File: config.mk
export PLATFORM = sky130hd
export DESIGN_NAME = websocket_masked_text_deframer_flat
export DESIGN_NICKNAME = d
export VERILOG_FILES = /design/src/hdl/wsd_pkg.sv /design/src/hdl/wsd_req_if.sv /design/src/hdl/wsd_rsp_if.sv /design/src/hdl/wsd_parser.sv /design/src/hdl/wsd_out_fifo.sv /design/src/hdl/websocket_masked_text_deframer.sv /design/src/flat_wrapper.sv
export SDC_FILE = /design/constraint.sdc
export NUM_CORES = 1
export LEC_CHECK = 0
export BUFFER_PORTS_ARGS = -buffer_cell sky130_fd_sc_hd__buf_4
export CAP_MARGIN = 20
export CORE_UTILIZATION = 55
export DETAILED_ROUTE_END_ITERATION = 16
export GPL_ROUTABILITY_DRIVEN = 0
export PLACE_DENSITY = 0.72
export SLEW_MARGIN = 5
export SYNTH_ARGS = -nofsm -noshare
export SYNTH_HDL_FRONTEND = slang
export SYNTH_SLANG_ARGS = --single-unit
File: constraint.sdc
create_clock -name clock -period 6.4 [get_ports clock]
set_clock_uncertainty 0.2 [all_clocks]
set_input_delay 0.64 -clock clock [delete_from_list [all_inputs] [get_ports clock]]
set_output_delay 0.64 -clock clock [all_outputs]
set_load 0.01 [all_outputs]
File: src/hdl/wsd_pkg.sv
// shared types and constants for the websocket masked text deframer
package wsd_pkg;

   localparam int LENGTH_WIDTH = 32;
   localparam int OUT_LENGTH_WIDTH = 32;
   localparam int HDR_CNT_WIDTH = 4;
   localparam int FIFO_DEPTH = 4;
   localparam int FIFO_PTR_WIDTH = $clog2(FIFO_DEPTH);
   localparam int FIFO_CNT_WIDTH = $clog2(FIFO_DEPTH + 1);

   localparam logic [3:0] OPCODE_MASK_TEXT = 4'h1;
   localparam logic [6:0] LEN7_EXT16 = 7'd126;
   localparam logic [6:0] LEN7_EXT64 = 7'd127;
   localparam logic [HDR_CNT_WIDTH-1:0] EXT16_BYTES = HDR_CNT_WIDTH'(2);
   localparam logic [HDR_CNT_WIDTH-1:0] EXT64_BYTES = HDR_CNT_WIDTH'(8);
   localparam logic [HDR_CNT_WIDTH-1:0] MASK_BYTES = HDR_CNT_WIDTH'(4);

   typedef enum logic [2:0] {
      PH_HDR0   = 3'd0,
      PH_HDR1   = 3'd1,
      PH_EXT    = 3'd2,
      PH_MASK   = 3'd3,
      PH_PAY    = 3'd4,
      PH_IGNORE = 3'd5
   } phase_type;

   typedef enum logic [1:0] {
      FORM_SHORT = 2'd0,
      FORM_EXT16 = 2'd1,
      FORM_EXT64 = 2'd2
   } form_type;

   typedef enum logic [2:0] {
      ST_OK         = 3'd0,
      ST_INCOMPLETE = 3'd1,
      ST_NOT_TEXT   = 3'd2,
      ST_NOT_MASKED = 3'd3,
      ST_TOO_LONG   = 3'd4
   } status_type;

   typedef enum logic {
      KIND_PAYLOAD = 1'b0,
      KIND_STATUS  = 1'b1
   } kind_type;

   typedef struct packed {
      kind_type                    item_kind;
      logic [7:0]                  payload_byte;
      status_type                  frame_status;
      logic [OUT_LENGTH_WIDTH-1:0] payload_length;
      logic                        last;
   } result_type;

   typedef struct packed {
      logic       pay_valid;
      logic       stat_valid;
      result_type pay;
      result_type stat;
   } push_type;

endpackage

File: src/hdl/wsd_req_if.sv
// input byte channel
interface wsd_req_if;
   logic       valid;
   logic       ready;
   logic [7:0] rx_byte;
   logic       end_of_buffer;

   modport source (output valid, output rx_byte, output end_of_buffer, input ready);
   modport sink (input valid, input rx_byte, input end_of_buffer, output ready);
endinterface

File: src/hdl/wsd_rsp_if.sv
// result channel
interface wsd_rsp_if
   import wsd_pkg::*;
();
   logic                        valid;
   logic                        ready;
   logic                        item_kind;
   logic [7:0]                  payload_byte;
   logic [2:0]                  frame_status;
   logic [OUT_LENGTH_WIDTH-1:0] payload_length;
   logic                        last;

   modport source (output valid, output item_kind, output payload_byte,
                   output frame_status, output payload_length, output last,
                   input ready);
   modport sink (input valid, input item_kind, input payload_byte,
                 input frame_status, input payload_length, input last,
                 output ready);
endinterface

File: src/hdl/wsd_parser.sv
// frame header parser, mask key capture and payload unmasking
module wsd_parser
   import wsd_pkg::*;
(
   input  logic       clock,
   input  logic       reset,
   input  logic       accept,
   input  logic [7:0] rx_byte,
   input  logic       end_of_buffer,
   output push_type   push
);

   phase_type                 phase_ff, phase_in;
   logic [HDR_CNT_WIDTH-1:0]  hdr_cnt_ff, hdr_cnt_in;
   form_type                  form_ff, form_in;
   logic [LENGTH_WIDTH-1:0]   ext_ff, ext_in;
   logic                      too_long_ff, too_long_in;
   logic [LENGTH_WIDTH-1:0]   pay_cnt_ff, pay_cnt_in;
   logic                      opcode_bad_ff, opcode_bad_in;
   logic                      mask_seen_ff, mask_seen_in;
   logic [7:0]                key_ff [4];
   logic                      key_we;
   logic [6:0]                len7;
   logic [HDR_CNT_WIDTH-1:0]  ext_bytes;
   logic [LENGTH_WIDTH+OUT_LENGTH_WIDTH-1:0] ext_wide;
   status_type                status;

   always_ff @(posedge clock) begin
      if (reset) begin
         phase_ff      <= PH_HDR0;
         hdr_cnt_ff    <= '0;
         form_ff       <= FORM_SHORT;
         ext_ff        <= '0;
         too_long_ff   <= 1'b0;
         pay_cnt_ff    <= '0;
         opcode_bad_ff <= 1'b0;
         mask_seen_ff  <= 1'b0;
      end else begin
         phase_ff      <= phase_in;
         hdr_cnt_ff    <= hdr_cnt_in;
         form_ff       <= form_in;
         ext_ff        <= ext_in;
         too_long_ff   <= too_long_in;
         pay_cnt_ff    <= pay_cnt_in;
         opcode_bad_ff <= opcode_bad_in;
         mask_seen_ff  <= mask_seen_in;
      end
   end

   always_ff @(posedge clock) begin
      if (key_we) begin
         key_ff[hdr_cnt_ff[1:0]] <= rx_byte;
      end
   end

   always_comb begin
      phase_in      = phase_ff;
      hdr_cnt_in    = hdr_cnt_ff;
      form_in       = form_ff;
      ext_in        = ext_ff;
      too_long_in   = too_long_ff;
      pay_cnt_in    = pay_cnt_ff;
      opcode_bad_in = opcode_bad_ff;
      mask_seen_in  = mask_seen_ff;
      key_we        = 1'b0;
      len7          = rx_byte[6:0];
      ext_bytes     = (form_ff == FORM_EXT16) ? EXT16_BYTES : EXT64_BYTES;

      push.pay_valid           = 1'b0;
      push.pay.item_kind       = KIND_PAYLOAD;
      push.pay.payload_byte    = rx_byte ^ key_ff[pay_cnt_ff[1:0]];
      push.pay.frame_status    = ST_OK;
      push.pay.payload_length  = '0;
      push.pay.last            = 1'b0;

      if (accept) begin
         unique case (phase_ff)
            PH_HDR0: begin
               opcode_bad_in = rx_byte[3:0] != OPCODE_MASK_TEXT;
               phase_in      = PH_HDR1;
            end
            PH_HDR1: begin
               mask_seen_in = rx_byte[7];
               hdr_cnt_in   = '0;
               ext_in       = '0;
               too_long_in  = 1'b0;
               if (opcode_bad_ff) begin
                  phase_in = PH_IGNORE;
               end else if (len7 == LEN7_EXT16) begin
                  form_in  = FORM_EXT16;
                  phase_in = PH_EXT;
               end else if (len7 == LEN7_EXT64) begin
                  form_in  = FORM_EXT64;
                  phase_in = PH_EXT;
               end else begin
                  form_in  = FORM_SHORT;
                  ext_in   = LENGTH_WIDTH'(len7);
                  phase_in = rx_byte[7] ? PH_MASK : PH_IGNORE;
               end
            end
            PH_EXT: begin
               too_long_in = too_long_ff | (ext_ff[LENGTH_WIDTH-1 -: 8] != 8'd0);
               ext_in      = {ext_ff[LENGTH_WIDTH-9:0], rx_byte};
               hdr_cnt_in  = hdr_cnt_ff + HDR_CNT_WIDTH'(1);
               if (hdr_cnt_in >= ext_bytes) begin
                  if (mask_seen_ff && !too_long_in) begin
                     phase_in   = PH_MASK;
                     hdr_cnt_in = '0;
                  end else begin
                     phase_in = PH_IGNORE;
                  end
               end
            end
            PH_MASK: begin
               key_we     = 1'b1;
               hdr_cnt_in = hdr_cnt_ff + HDR_CNT_WIDTH'(1);
               if (hdr_cnt_in >= MASK_BYTES) begin
                  phase_in   = PH_PAY;
                  pay_cnt_in = '0;
               end
            end
            PH_PAY: begin
               if (pay_cnt_ff < ext_ff) begin
                  push.pay_valid = 1'b1;
                  pay_cnt_in     = pay_cnt_ff + LENGTH_WIDTH'(1);
               end
            end
            PH_IGNORE: begin
            end
            default: begin
            end
         endcase
      end

      // status reflects the state after this byte
      if (phase_in == PH_HDR0 || phase_in == PH_HDR1) begin
         status = ST_INCOMPLETE;
      end else if (opcode_bad_in) begin
         status = ST_NOT_TEXT;
      end else if (phase_in == PH_EXT) begin
         status = ST_INCOMPLETE;
      end else if (!mask_seen_in) begin
         status = ST_NOT_MASKED;
      end else if (too_long_in) begin
         status = ST_TOO_LONG;
      end else if (phase_in == PH_MASK) begin
         status = ST_INCOMPLETE;
      end else if (pay_cnt_in < ext_in) begin
         status = ST_INCOMPLETE;
      end else begin
         status = ST_OK;
      end

      ext_wide = {{OUT_LENGTH_WIDTH{1'b0}}, ext_in};

      push.stat_valid          = accept && end_of_buffer;
      push.stat.item_kind      = KIND_STATUS;
      push.stat.payload_byte   = 8'd0;
      push.stat.frame_status   = status;
      push.stat.payload_length = (status == ST_OK) ? ext_wide[OUT_LENGTH_WIDTH-1:0] : '0;
      push.stat.last           = 1'b1;

      if (accept && end_of_buffer) begin
         phase_in      = PH_HDR0;
         hdr_cnt_in    = '0;
         form_in       = FORM_SHORT;
         ext_in        = '0;
         too_long_in   = 1'b0;
         pay_cnt_in    = '0;
         opcode_bad_in = 1'b0;
         mask_seen_in  = 1'b0;
      end
   end

endmodule

File: src/hdl/wsd_out_fifo.sv
// result queue taking up to two results per cycle
module wsd_out_fifo
   import wsd_pkg::*;
(
   input  logic       clock,
   input  logic       reset,
   input  push_type   push,
   output logic       space_ok,
   output logic       out_valid,
   input  logic       out_ready,
   output result_type out_data
);

   result_type                mem_ff [FIFO_DEPTH];
   logic [FIFO_PTR_WIDTH-1:0] wr_ptr_ff, wr_ptr_in;
   logic [FIFO_PTR_WIDTH-1:0] rd_ptr_ff, rd_ptr_in;
   logic [FIFO_CNT_WIDTH-1:0] count_ff, count_in;
   logic [FIFO_PTR_WIDTH-1:0] stat_ptr;
   logic                      pop;

   assign space_ok  = count_ff <= FIFO_CNT_WIDTH'(FIFO_DEPTH - 2);
   assign out_valid = count_ff != '0;
   assign out_data  = mem_ff[rd_ptr_ff];
   assign pop       = out_valid && out_ready;
   assign stat_ptr  = wr_ptr_ff + FIFO_PTR_WIDTH'(push.pay_valid);

   always_comb begin
      wr_ptr_in = wr_ptr_ff + FIFO_PTR_WIDTH'(push.pay_valid)
                            + FIFO_PTR_WIDTH'(push.stat_valid);
      rd_ptr_in = rd_ptr_ff + FIFO_PTR_WIDTH'(pop);
      count_in  = count_ff + FIFO_CNT_WIDTH'(push.pay_valid)
                           + FIFO_CNT_WIDTH'(push.stat_valid)
                           - FIFO_CNT_WIDTH'(pop);
   end

   always_ff @(posedge clock) begin
      if (reset) begin
         wr_ptr_ff <= '0;
         rd_ptr_ff <= '0;
         count_ff  <= '0;
      end else begin
         wr_ptr_ff <= wr_ptr_in;
         rd_ptr_ff <= rd_ptr_in;
         count_ff  <= count_in;
      end
   end

   always_ff @(posedge clock) begin
      if (push.pay_valid) begin
         mem_ff[wr_ptr_ff] <= push.pay;
      end
      if (push.stat_valid) begin
         mem_ff[stat_ptr] <= push.stat;
      end
   end

endmodule

File: src/hdl/websocket_masked_text_deframer.sv
// Top level of the websocket masked text frame deframer. One buffer byte is
// accepted per cycle; the header parser and payload unmasking finish each byte
// in that cycle and write its results into a four-entry result queue. A byte
// makes zero, one or two result transactions (an unmasked payload byte and, on
// the end mark, the frame status), so the sustained rate is one byte per cycle
// while results are drained, and a byte that makes two results needs two
// transfers on the result channel. Input is held off while fewer than two queue
// entries are free.
module websocket_masked_text_deframer
   import wsd_pkg::*;
(
   input  logic      clock,
   input  logic      reset,
   wsd_req_if.sink   req,
   wsd_rsp_if.source rsp
);

   push_type   push;
   logic       space_ok;
   logic       accept;
   result_type head;

   assign req.ready = space_ok;
   assign accept    = req.valid && space_ok;

   wsd_parser u_parser (
      .clock         (clock),
      .reset         (reset),
      .accept        (accept),
      .rx_byte       (req.rx_byte),
      .end_of_buffer (req.end_of_buffer),
      .push          (push)
   );

   wsd_out_fifo u_out_fifo (
      .clock     (clock),
      .reset     (reset),
      .push      (push),
      .space_ok  (space_ok),
      .out_valid (rsp.valid),
      .out_ready (rsp.ready),
      .out_data  (head)
   );

   assign rsp.item_kind      = head.item_kind;
   assign rsp.payload_byte   = head.payload_byte;
   assign rsp.frame_status   = head.frame_status;
   assign rsp.payload_length = head.payload_length;
   assign rsp.last           = head.last;

endmodule

File: src/flat_wrapper.sv
// flat-port wrapper written by rule: the top's interface ports become plain ports
module websocket_masked_text_deframer_flat import wsd_pkg::*;
  (clock, reset, req_valid, req_rx_byte, req_end_of_buffer, req_ready, rsp_valid, rsp_item_kind, rsp_payload_byte, rsp_frame_status, rsp_payload_length, rsp_last, rsp_ready);
  wsd_req_if req_i ();
  wsd_rsp_if rsp_i ();
  input  logic clock;
  input  logic reset;
  input wire logic [$bits(req_i.valid)-1:0] req_valid;
  input wire logic [$bits(req_i.rx_byte)-1:0] req_rx_byte;
  input wire logic [$bits(req_i.end_of_buffer)-1:0] req_end_of_buffer;
  output wire logic [$bits(req_i.ready)-1:0] req_ready;
  output wire logic [$bits(rsp_i.valid)-1:0] rsp_valid;
  output wire logic [$bits(rsp_i.item_kind)-1:0] rsp_item_kind;
  output wire logic [$bits(rsp_i.payload_byte)-1:0] rsp_payload_byte;
  output wire logic [$bits(rsp_i.frame_status)-1:0] rsp_frame_status;
  output wire logic [$bits(rsp_i.payload_length)-1:0] rsp_payload_length;
  output wire logic [$bits(rsp_i.last)-1:0] rsp_last;
  input wire logic [$bits(rsp_i.ready)-1:0] rsp_ready;
  assign req_i.valid = req_valid;
  assign req_i.rx_byte = req_rx_byte;
  assign req_i.end_of_buffer = req_end_of_buffer;
  assign req_ready = req_i.ready;
  assign rsp_valid = rsp_i.valid;
  assign rsp_item_kind = rsp_i.item_kind;
  assign rsp_payload_byte = rsp_i.payload_byte;
  assign rsp_frame_status = rsp_i.frame_status;
  assign rsp_payload_length = rsp_i.payload_length;
  assign rsp_last = rsp_i.last;
  assign rsp_i.ready = rsp_ready;
  websocket_masked_text_deframer u_core (.clock(clock), .reset(reset), .req(req_i), .rsp(rsp_i));
endmodule
==> results of run 1 <==
## through the flow
stage	setup slack (ns)	instance area, um2	hold WS, ns
final	0.387	17300	0.126
after global routing	0.0228	17300	0.125
after CTS	0.446	17300	0.111
after detailed placement	0.489	16300	0.245
after global placement	0.626	16300	0.229
after floorplan	1.39	15500	0.219
## what timing repair did
| action | in CTS | in global routing |
|---|---|---|
| gates resized for setup | 0 | 2 |
| setup endpoints to repair | 0 | 52 |
| buffers inserted | 0 | 0 |
## synth_stat cells (all sizes together) (7+ instances only)
library cell / n / share of area
a211oi: 22 / 0.011
a21o: 14 / 0.0068
a21oi: 66 / 0.022
a31oi: 30 / 0.012
and2: 16 / 0.0065
and3: 14 / 0.0057
buf: 39 / 0.012
clkbuf: 72 / 0.018
dfxtp: 119 / 0.15
edfxtp: 172 / 0.33
ha: 74 / 0.060
inv: 87 / 0.021
mux4: 52 / 0.076
nand2: 134 / 0.032
nand2b: 7 / 0.0028
nand3: 105 / 0.034
nand4: 18 / 0.0073
nor2: 97 / 0.024
nor2b: 10 / 0.0040
nor3: 101 / 0.033
nor4: 56 / 0.023
o211ai: 8 / 0.0042
o21ai: 92 / 0.030
o31ai: 17 / 0.0082
or3: 9 / 0.0036
xnor2: 14 / 0.0079
xor2: 10 / 0.0057
## registers in the layout (all words and copies together) (netlist names), 2 cells and up
signal / cells
u_core.u_parser.hdr_cnt_ff: 4
u_core.u_parser.form_ff: 2
u_core.u_parser.pay_cnt_ff: 32
u_core.u_out_fifo.rd_ptr_ff: 2
u_core.u_out_fifo.wr_ptr_ff: 2
u_core.u_parser.key_ff: 32
u_core.u_parser.ext_ff: 32
u_core.u_out_fifo.count_ff: 3
u_core.u_out_fifo.mem_ff: 176
u_core.u_parser.phase_ff: 3
## worst reg2reg max path: stages, from the launching register on
cell and delay [ns]:
dfxtp_1 0.34, inv_1 0.09, ha_1 0.34, nand4_1 0.18, nor2_1 0.07, a221oi_1 0.36
o211ai_1 0.42, nand4bb_1 0.37, nor4_1 0.54, o21ai_0 0.12, mux2_2 0.30, ha_1 0.27
nand4_1 0.11, nor2_1 0.16, and4_1 0.25, nand2_1 0.20, a2bb2oi_4 0.54, buf_4 0.58
nand3_1 0.18, nor3_1 0.20
## cell type report
type	instances	area share
flip-flops and latches	291	0.436
multi-input cells	1035	0.417
clock buffers	42	0.0483
repair buffers	98	0.0446
well taps	378	0.0273
inverters	87	0.0188
clock inverters	14	0.00859
## kinds of logic after synthesis
family                   share of synthesized area
flip-flops                                   0.487
multiplexers                                0.0805
adder cells (fa/ha/maj)                     0.0624
AND/OR/NAND/NOR                              0.186
buffers and inverters                       0.0507
XOR/XNOR                                    0.0136
AO/OA/AOI/OAI                                0.119
## routing by layer
layer  wire length, um  vias to the layer above  GRT usage
li1                  -                     5721          -
met1             18600                     6135      0.443
met2             19300                      693      0.459
met3              3980                       79     0.0433
met4              1090                        0     0.0917
met5                 0                        -          0
## worst paths after layout
path	start	to	cells after the start
max	u_core.u_parser.ext_ff[31]$_SDFF_PP0_	u_core.u_out_fifo.mem_ff[1][15]$_DFFE_PP_	19
min	reset	u_core.u_out_fifo.rd_ptr_ff[1]$_SDFF_PP0_	2
max reg2reg	u_core.u_parser.ext_ff[31]$_SDFF_PP0_	u_core.u_out_fifo.mem_ff[1][15]$_DFFE_PP_	19
min reg2reg	u_core.u_out_fifo.mem_ff[3][37]$_SDFFE_PP0P_	u_core.u_out_fifo.mem_ff[3][37]$_SDFFE_PP0P_	2
## power by group through the flow
| stage | Sequential, mW | Clock (mW) | Combinational [mW] |
|---|---|---|---|
| finish | 2.12 | 1.76 | 1.68 |
| global route | 2.13 | 1.85 | 1.79 |
| CTS | 2.12 | 1.77 | 1.64 |
| detailed placement | 2.16 | 0 | 1.63 |
| global placement | 2.16 | 0 | 1.60 |
| floorplan | 2.13 | 0 | 1.13 |
==> summary.txt, run 1 <==
Layout
  • Layout fillers: about 2,200
  • Nets@finish: approximately 1,600
  • Layout Cells excl Fill: about 1,900
  • Most frequent cells in the layout: edfxtp_1, nand2_1, dfxtp_1
  • Final Util: 0.626
  • Footprint of the multi-input gates: between 7000 and 8000 um2
  • Synth-to-layout area growth: 11.9%
  • Sequential cell area: 7550 um2
  • Commonest non-fill, non-tap cell in the layout: edfxtp_1
  • Share of layout cells above drive strength 1: 0.146
  • Diode count: 0

Outcome
  • Status: finished, final reports clean

Routing
  • DRT Pass-1 Iters: 6
  • Avg WL per Cell: about 22 um
  • Via/cell ratio: between 6 and 7
  • DRC viols: 0
  • DR iter-0 viols: between 1,500 and 2,000
  • Via count: between 10,000 and 15,000
  • Drt total wl: approximately 43 mm
  • Post-route ant nets: 0

Global route
  • Initial antenna violation count: 0
  • Global-route wire length before repair: between 60 and 70 mm
  • Tot GR Track Use: 0.301
  • Vias in the first global route: between 10,000 and 15,000
  • GRT overflow: 0
  • Pin count of the biggest net entering global routing: 86

Setup path
  • Critical Path Max Stage Delay: roughly 0.58 ns
  • Critical Path AT: 6.18 ns
  • Delay-heaviest family, CP: simple AND/OR/NAND/NOR gates
  • Slowest cell on the critical path: buf_4
  • Worst-path fanout max: 53
  • Crit path cell chain: inv_1 > ha_1 > nand4_1 > nor2_1 > a221oi_1 > o211ai_1 > nand4bb_1 > nor4_1 > o21ai_0 > mux2_2 > ha_1 > nand4_1 > nor2_1 > and4_1 > nand2_1 > a2bb2oi_4 > buf_4 > nand3_1 > nor3_1
  • Setup CP Type: register to register
  • Req. time, crit path: roughly 6.6 ns
  • Setup slack, reg-to-reg: 0.39 ns
  • CP endpoint kind: register
  • Buffers & Inverters on Critical Path: 2
  • CP startpoint kind: register

Yosys
  • Sequential-to-total area share from yosys stat: 0.487
  • Net Count, Synth: about 1,600
  • Ys Warns: 0
  • EDFF count, synth: approximately 170
  • Post-Syn Area per Cell: around 10 um2
  • Cell Area, Synth: approximately 15,000 um2
  • Async SR Flop Fraction: 0
  • Synth Register Bits: around 290
  • Main synth FF type: edfxtp_1
  • Unique masters post-synth: 76
  • Synth Instances: ~1,500

STA
  • Tcrit/Tclk final: 0.940
  • Fmax: between 150 and 200 MHz
  • Total Neg Setup Slack: 0 ns
  • Clock period minus final worst setup slack: approximately 6 ns
  • Endpoints failing setup: 0
  • RSZ-0062 raised after global routing: no
  • Slew HR: 0.233
  • Worst Max-Slew Pin Slew: around 1.1 ns
  • Max-slew violation count: 0
  • Final-report hold violation count: 0

Floorplanning
  • # rows: 61
  • Die Width: about 170 um
  • Initial Utilization: 0.559
  • Die Y: 170 um
  • # IOs: 60
  • Core area: approximately 28,000 um2
  • Die Footprint: ~29,000 um2

Clocking
  • CTS sink cnt: 291
  • CTS tree: built
  • CTS buffer count: 30
  • Clock Latency Late Sink: around 0.55 ns
  • Hold_buf cts: 0
  • CTS max path bufs: 3
  • Clock slew at reported path FFs: ~0.06 ns
  • CTS H-tree depth: 1
  • CTS Root Cell: clkbuf_16

Power and ir drop
  • Maximum vdd drop: roughly 0.36 mV
  • Sw frac: 0.342
  • Gate power share: 0.302
  • Power density cells: ~320 nW/um2
  • Clk network pwr share: 0.316
  • P_leak: about 5.8 nW
  • Internal Pwr Total: 3.66 mW
  • Sequential power share: 0.382
  • Power consumption: 5.56 mW
  • Switching pwr: about 1.9 mW

Placed design
  • Placed cells: 1,888
  • I/O Buffers: roughly 60
  • Detailed Place HPWL: about 29 mm

Hold path
  • Min-delay worst type: input port to register

Flow run
  • # Max-Cap Violations: 0
Power figures use the tool's default switching activity.
==> inputs of run 2 (changes only) <==
- CORE_MARGIN: default -> 4
- MAX_ROUTING_LAYER: default -> met4
==> run 2 against run 1 <==
Against the previous run: first-iteration DRC count down 6.8%; register-to-register slack gained 0.12 ns; via count shrank 0.43%; critical endpoint is now u_core.u_out_fifo.mem_ff[1][30]$_DFFE_PP_; hold slack improved by 0.0033 ns; sequential power hardly changed.
==> summary.txt, run 2 (same netlist as run 1, synthesis figures left out) <==
Setup path
  • CP startpoint kind: register (unchanged)
  • CP endpoint kind: register (unchanged)
  • Critical Path AT: 6.08 ns (was 6.18 ns)
  • Setup CP Type: register to register (unchanged)
  • Req. time, crit path: 6.58 ns (was 6.57 ns)
  • Setup slack, reg-to-reg: 0.51 ns (was 0.39 ns)
  • Worst-path fanout max: 26 (was 53)

Placed design
  • Placed cells: 1,886 (was 1,888)
  • Detailed Place HPWL: 29.6 mm (was 29.0 mm)
  • Pre-CTS setup slack: 0.675 ns (was 0.489 ns)
  • Dpl cell area: 16,300 um2 (about the same)
  • I/O Buffers: 59 (unchanged)

Clocking
  • Clock Latency Late Sink: 0.56 ns (was 0.55 ns)
  • CTS H-tree depth: 1 (unchanged)
  • CTS max path bufs: 3 (unchanged)
  • Quantity of gates resized following cts: 0 (unchanged)
  • Clock slew at reported path FFs: 0.06 ns (about the same)
  • CTS tree: built (unchanged)
  • CTS Root Cell: clkbuf_16 (unchanged)
  • Hold_buf cts: 0 (unchanged)
  • CTS sink cnt: 291 (unchanged)
  • Setup Buffers After CTS: 0 (unchanged)
  • CTS buffer count: 31 (was 30)

Power and ir drop
  • Clk network pwr share: 0.336 (was 0.316)
  • Maximum vdd drop: 0.383 mV (was 0.356 mV)
  • Sw frac: 0.337 (was 0.342)
  • Gate power share: 0.293 (was 0.302)
  • Power density cells: 329 nW/um2 (was 321 nW/um2)
  • Switching pwr: 1.93 mW (was 1.90 mW)
  • P_leak: 5.85 nW (was 5.81 nW)
  • Sequential power share: 0.372 (was 0.382)
  • Internal Pwr Total: 3.80 mW (was 3.66 mW)
  • Power consumption: 5.73 mW (was 5.56 mW)

Routing
  • DRT Pass-1 Iters: 7 (was 6)
  • DR iter-0 viols: 1,809 (was 1,942)
  • Via/cell ratio: 6.47 (was 6.49)
  • Drt total wl: 43.5 mm (was 43.0 mm)
  • Post-route ant nets: 0 (unchanged)
  • Avg WL per Cell: 22.4 um (was 22.1 um)
  • Via count: 12,600 (about the same)
  • DRC viols: 0 (unchanged)

Layout
  • Final Instance Area: 17,400 um2 (was 17,300 um2)
  • Most frequent cells in the layout: edfxtp_1, nand2_1, dfxtp_1 (unchanged)
  • Synth-to-layout area growth: 12.4% (was 11.9%)
  • Layout Cells excl Fill: 1,943 (was 1,945)
  • Diode count: 0 (unchanged)
  • Max FFs per register: 176 (unchanged)
  • Commonest non-fill, non-tap cell in the layout: edfxtp_1 (unchanged)
  • Nets@finish: 1,630 (was 1,632)
  • Final Util: 0.627 (was 0.626)
  • Share of layout cells above drive strength 1: 0.147 (was 0.146)
  • Largest Register: u_core.u_out_fifo.mem_ff (unchanged)

STA
  • Final WS setup: 0.506 ns (was 0.387 ns)
  • Slew HR: 0.209 (was 0.233)
  • Tcrit/Tclk final: 0.921 (was 0.940)
  • Fmax: 170 MHz (was 166 MHz)
  • Clock period minus final worst setup slack: 5.89 ns (was 6.01 ns)
  • Total Neg Setup Slack: 0 ns (unchanged)
  • Hold Slack: 0.129 ns (was 0.126 ns)
  • Final-report hold violation count: 0 (unchanged)
  • RSZ-0062 raised after global routing: no (unchanged)
  • Max-slew violation count: 0 (unchanged)
  • Worst Max-Slew Pin Slew: 1.18 ns (was 1.15 ns)
  • Endpoints failing setup: 0 (unchanged)

Floorplanning
  • # rows: 61 (unchanged)
  • # IOs: 60 (unchanged)
  • Die Width: 176 um (was 170 um)
  • Core area: 27,800 um2 (was 27,700 um2)
  • Initial Utilization: 0.558 (was 0.559)
  • Die Y: 176 um (was 170 um)
  • Die Footprint: 30,900 um2 (was 28,800 um2)

Outcome
  • Status: finished, final reports clean (unchanged)

Hold path
  • Min-delay worst type: input port to register (unchanged)

Global route
  • GRT overflow: 0 (unchanged)
  • Tot GR Track Use: 0.287 (was 0.301)
  • Global-route wire length before repair: 68.3 mm (was 66.8 mm)
  • Vias in the first global route: 11,800 (was 11,900)
  • Initial antenna violation count: 0 (unchanged)
  • Pin count of the biggest net entering global routing: 86 (unchanged)

Flow run
  • # Max-Cap Violations: 0 (unchanged)
run 2: changes by cell type in the layout (fill, tap and decap cells not counted), sizes merged, moves of 2 or more:
cell / before / now
buf: 98 / 96
bufinv: 3 / 7
clkbuf: 42 / 33
clkinv: 9 / 13
run 2: area by class of cell:
cell class,instances,area [um2]
repair buffers,96,771
flip-flops and latches,291,7550
clock buffers,33,783
clock inverters,24,302
fillers,2291,10400
inverters,87,327
multi-input cells,1034,7200
well taps,378,473
run 2: metal layers:
metal  vias up  wire length, um  track usage  share of wire
met5         -                0            -              0
met4         0             1080       0.0744          0.025
met3        79             4590       0.0443           0.11
met2       738            19500        0.427           0.45
met1      6042            18300        0.417           0.42
li1       5715                -            -              -
run 2: worst max-delay path, stage by stage (launching register included):
cell and delay, ns:
dfxtp_1 0.30, buf_4 0.18, ha_1 0.30, a21oi_1 0.16
o21ai_0 0.13, a221oi_1 0.32, o211ai_1 0.37, nand4bb_1 0.33
nor4_1 0.49, o21ai_0 0.15, mux2_2 0.36, ha_1 0.28
nand4_1 0.10, nor2_1 0.14, and4_1 0.23, a21oi_1 0.10
buf_4 0.18, a2bb2oi_4 0.63, buf_4 0.39, nand3_1 0.14
nor3_1 0.23
run 2: final timing paths:
kind | startpoint | to | cells past startpoint
setup / recovery | u_core.u_parser.pay_cnt_ff[23]$_SDFF_PP0_ | u_core.u_out_fifo.mem_ff[1][30]$_DFFE_PP_ | 20
hold / removal | reset | u_core.u_out_fifo.rd_ptr_ff[1]$_SDFF_PP0_ | 2
setup reg to reg | u_core.u_parser.pay_cnt_ff[23]$_SDFF_PP0_ | u_core.u_out_fifo.mem_ff[1][30]$_DFFE_PP_ | 20
hold reg to reg | u_core.u_out_fifo.mem_ff[2][40]$_SDFFE_PP0P_ | u_core.u_out_fifo.mem_ff[2][40]$_SDFFE_PP0P_ | 2
run 2: power by group through the flow:
| stage | Sequential [mW] | Combinational (mW) | Clock [mW] |
|---|---|---|---|
| floorplan | 2.13 | 1.13 | 0 |
| global placement | 2.16 | 1.62 | 0 |
| detailed placement | 2.17 | 1.65 | 0 |
| CTS | 2.13 | 1.66 | 1.93 |
| global route | 2.14 | 1.78 | 2.02 |
| finish | 2.13 | 1.68 | 1.92 |
==> inputs of run 3 (changes only) <==
- BUFFER_PORTS_ARGS: -buffer_cell sky130_fd_sc_hd__buf_4 -> -buffer_cell sky130_fd_sc_hd__buf_2
- SLEW_MARGIN: 5 -> 25
==> run 3 against run 2 <==
Against the previous run: clock power decreased by 9%; register-to-register slack improved by 0.12 ns; hold slack improved by 0.061 ns; maximum frequency increased by 2.2%; setup slack improved by 0.12 ns; final cell count unchanged; first-iteration DRC count decreased by 5.7%; largest power group unchanged; die area unchanged; non-clock buffer count increased by 1; global-route usage decreased by 0.74 points; clock-buffer cell count increased by 9.
==> summary.txt, run 3 (same netlist as run 1, synthesis figures left out) <==
Clocking
  • CTS tree: built (unchanged)
  • CTS buffer count: 30 (was 31)
  • Setup Buffers After CTS: 0 (unchanged)
  • Hold_buf cts: 0 (unchanged)
  • Clock slew at reported path FFs: 0.06 ns (about the same)
  • CTS sink cnt: 291 (unchanged)
  • CTS max path bufs: 3 (unchanged)
  • CTS H-tree depth: 1 (unchanged)
  • Clock Latency Late Sink: 0.56 ns (about the same)
  • Quantity of gates resized following cts: 0 (unchanged)
  • CTS Root Cell: clkbuf_16 (unchanged)

Setup path
  • Worst-path fanout max: 85 (was 26)
  • Setup slack, reg-to-reg: 0.63 ns (was 0.51 ns)
  • R2R Path Start: u_core.u_parser.ext_ff[14]$_SDFF_PP0_ (was u_core.u_parser.pay_cnt_ff[23]$_SDFF_PP0_)
  • R2R Path End: u_core.u_out_fifo.mem_ff[1][17]$_DFFE_PP_ (was u_core.u_out_fifo.mem_ff[1][30]$_DFFE_PP_)
  • Setup CP Type: register to register (unchanged)
  • CP endpoint kind: register (unchanged)
  • Req. time, crit path: 6.48 ns (was 6.58 ns)
  • Critical Path AT: 5.85 ns (was 6.08 ns)
  • CP startpoint kind: register (unchanged)
  • R2R depth: 21 (was 20)

Power and ir drop
  • Power consumption: 5.47 mW (was 5.73 mW)
  • Power density cells: 318 nW/um2 (was 329 nW/um2)
  • P_leak: 5.80 nW (was 5.85 nW)
  • Maximum vdd drop: 0.409 mV (was 0.383 mV)

Routing
  • Post-route ant nets: 0 (unchanged)
  • DR iter-0 viols: 1,705 (was 1,809)
  • DRT Pass-1 Iters: 6 (was 7)
  • Via/cell ratio: 6.44 (was 6.47)
  • Via count: 12,500 (was 12,600)
  • Avg WL per Cell: 22.0 um (was 22.4 um)
  • DRC viols: 0 (unchanged)
  • Drt total wl: 42.7 mm (was 43.5 mm)

Global route
  • Vias in the first global route: 11,700 (was 11,800)
  • Pin count of the biggest net entering global routing: 86 (unchanged)
  • Tot GR Track Use: 0.280 (was 0.287)
  • GRT overflow: 0 (unchanged)
  • Global-route wire length before repair: 66.8 mm (was 68.3 mm)
  • Initial antenna violation count: 0 (unchanged)

Hold path
  • Worst hold start: reset (unchanged)
  • Min-delay worst type: input port to register (unchanged)
  • Hold Path Cell Cnt: 2 (unchanged)
  • Hold EP: u_core.u_out_fifo.rd_ptr_ff[0]$_SDFF_PP0_ (was u_core.u_out_fifo.rd_ptr_ff[1]$_SDFF_PP0_)

STA
  • Worst Max-Slew Pin Slew: 1.00 ns (was 1.18 ns)
  • RSZ-0062 raised after global routing: no (unchanged)
  • Clock period minus final worst setup slack: 5.77 ns (was 5.89 ns)
  • Final-report hold violation count: 0 (unchanged)
  • Final WS setup: 0.631 ns (was 0.506 ns)
  • Tcrit/Tclk final: 0.901 (was 0.921)
  • Fmax: 173 MHz (was 170 MHz)
  • Total Neg Setup Slack: 0 ns (unchanged)
  • Slew HR: 0.333 (was 0.209)
  • Max-slew violation count: 0 (unchanged)
  • Endpoints failing setup: 0 (unchanged)

Layout
  • Commonest non-fill, non-tap cell in the layout: edfxtp_1 (unchanged)
  • Largest Register: u_core.u_out_fifo.mem_ff (unchanged)
  • Max FFs per register: 176 (unchanged)
  • Nets@finish: 1,630 (unchanged)
  • Diode count: 0 (unchanged)
  • Most frequent cells in the layout: edfxtp_1, nand2_1, dfxtp_1 (unchanged)
  • Layout Cells excl Fill: 1,943 (unchanged)
  • Share of layout cells above drive strength 1: 0.151 (was 0.147)
  • Synth-to-layout area growth: 11.0% (was 12.4%)
  • Layout fillers: 2,246 (was 2,291)

Placed design
  • Pre-CTS setup slack: 0.613 ns (was 0.675 ns)
  • Detailed Place HPWL: 29.1 mm (was 29.6 mm)
  • I/O Buffers: 59 (unchanged)
  • Placed cells: 1,886 (unchanged)

Flow run
  • # Max-Cap Violations: 0 (unchanged)

Floorplanning
  • # IOs: 60 (unchanged)
  • # rows: 61 (unchanged)
  • Core area: 27,800 um2 (unchanged)
  • Die Footprint: 30,900 um2 (unchanged)
  • Initial Utilization: 0.558 (unchanged)
  • Die Y: 176 um (unchanged)
  • Die Width: 176 um (unchanged)

Outcome
  • Status: finished, final reports clean (unchanged)
run 3: cell types whose count changed in the layout (fill, tap and decap cells not counted), moves of 2 or more:
cell and delta:
buf_2 +59, buf_4 -59, bufinv_16 -6, clkbuf_1 +2, clkbuf_2 +3, clkbuf_8 +3, clkinv_1 -6, clkinv_2 +3
clkinv_4 +3, clkinvlp_2 -2
run 3: how the worst max path moves through the flow:
stage / startpoint / endpoint / slack, ns / cells past startpoint
6_report: u_core.u_parser.ext_ff[14]$_SDFF_PP0_ / u_core.u_out_fifo.mem_ff[1][17]$_DFFE_PP_ / 0.63 / 21
5_1_grt: u_core.u_parser.ext_ff[30]$_SDFF_PP0_ / u_core.u_out_fifo.mem_ff[0][32]$_DFFE_PP_ / 0.28 / 20
4_1_cts: u_core.u_parser.pay_cnt_ff[18]$_SDFF_PP0_ / u_core.u_out_fifo.mem_ff[1][33]$_DFFE_PP_ / 0.58 / 17
3_5_place_dp: u_core.u_parser.pay_cnt_ff[18]$_SDFF_PP0_ / u_core.u_out_fifo.mem_ff[0][33]$_DFFE_PP_ / 0.61 / 17
3_3_place_gp: u_core.u_parser.pay_cnt_ff[18]$_SDFF_PP0_ / u_core.u_out_fifo.mem_ff[0][33]$_DFFE_PP_ / 0.76 / 17
2_1_floorplan: u_core.u_parser.ext_ff[30]$_SDFF_PP0_ / u_core.u_out_fifo.mem_ff[0][20]$_DFFE_PP_ / 1.39 / 22
run 3: critical path, stage by stage (launching register included):
cell and delay (ns):
dfxtp_1 0.38, inv_1 0.09, ha_1 0.28, nand2_1 0.07
nor4_1 0.50, o311ai_0 0.33, a21oi_2 0.45, nor4_1 0.13
buf_4 0.22, a31oi_1 0.16, o21ai_0 0.10, o31ai_1 0.13
ha_1 0.33, a21o_1 0.17, a21o_1 0.18, a221oi_1 0.30
o211ai_1 0.13, a21oi_1 0.36, nand3_1 0.29, nor2_4 0.19
buf_12 0.29, nor3_1 0.13
run 3: where the power goes:
part / internal (mW) / total, mW / switching [mW]
Sequential: 2.06 / 2.16 / 0.0926
Combinational: 0.520 / 1.58 / 1.06
Clock: 0.994 / 1.74 / 0.743
run 3: layout make-up:
class                      count  area [um2]  area share
sequential                   291        7550       0.439
multi-input combinational   1034        7210       0.419
clock buffer                  42         872      0.0507
timing repair buffer          97         651      0.0378
tap                          378         473      0.0275
inverter                      87         327      0.0190
clock inverter                14         114     0.00662
run 3: through the flow:
stage	utilization	hold slack (ns)	instance area (um2)
floorplan	-	0.219	15500
global placement	0.582	0.231	16200
detailed placement	0.583	0.240	16200
CTS	0.618	0.170	17200
global route	0.619	0.181	17200
finish	0.619	0.190	17200
run 3: metal layers:
metal  vias up  global-route usage  share of wire
li1       5725                   -              -
met1      6033               0.415           0.43
met2       669               0.412           0.44
met3        80              0.0319          0.095
met4         0              0.0767          0.025
met5         -                   -              0
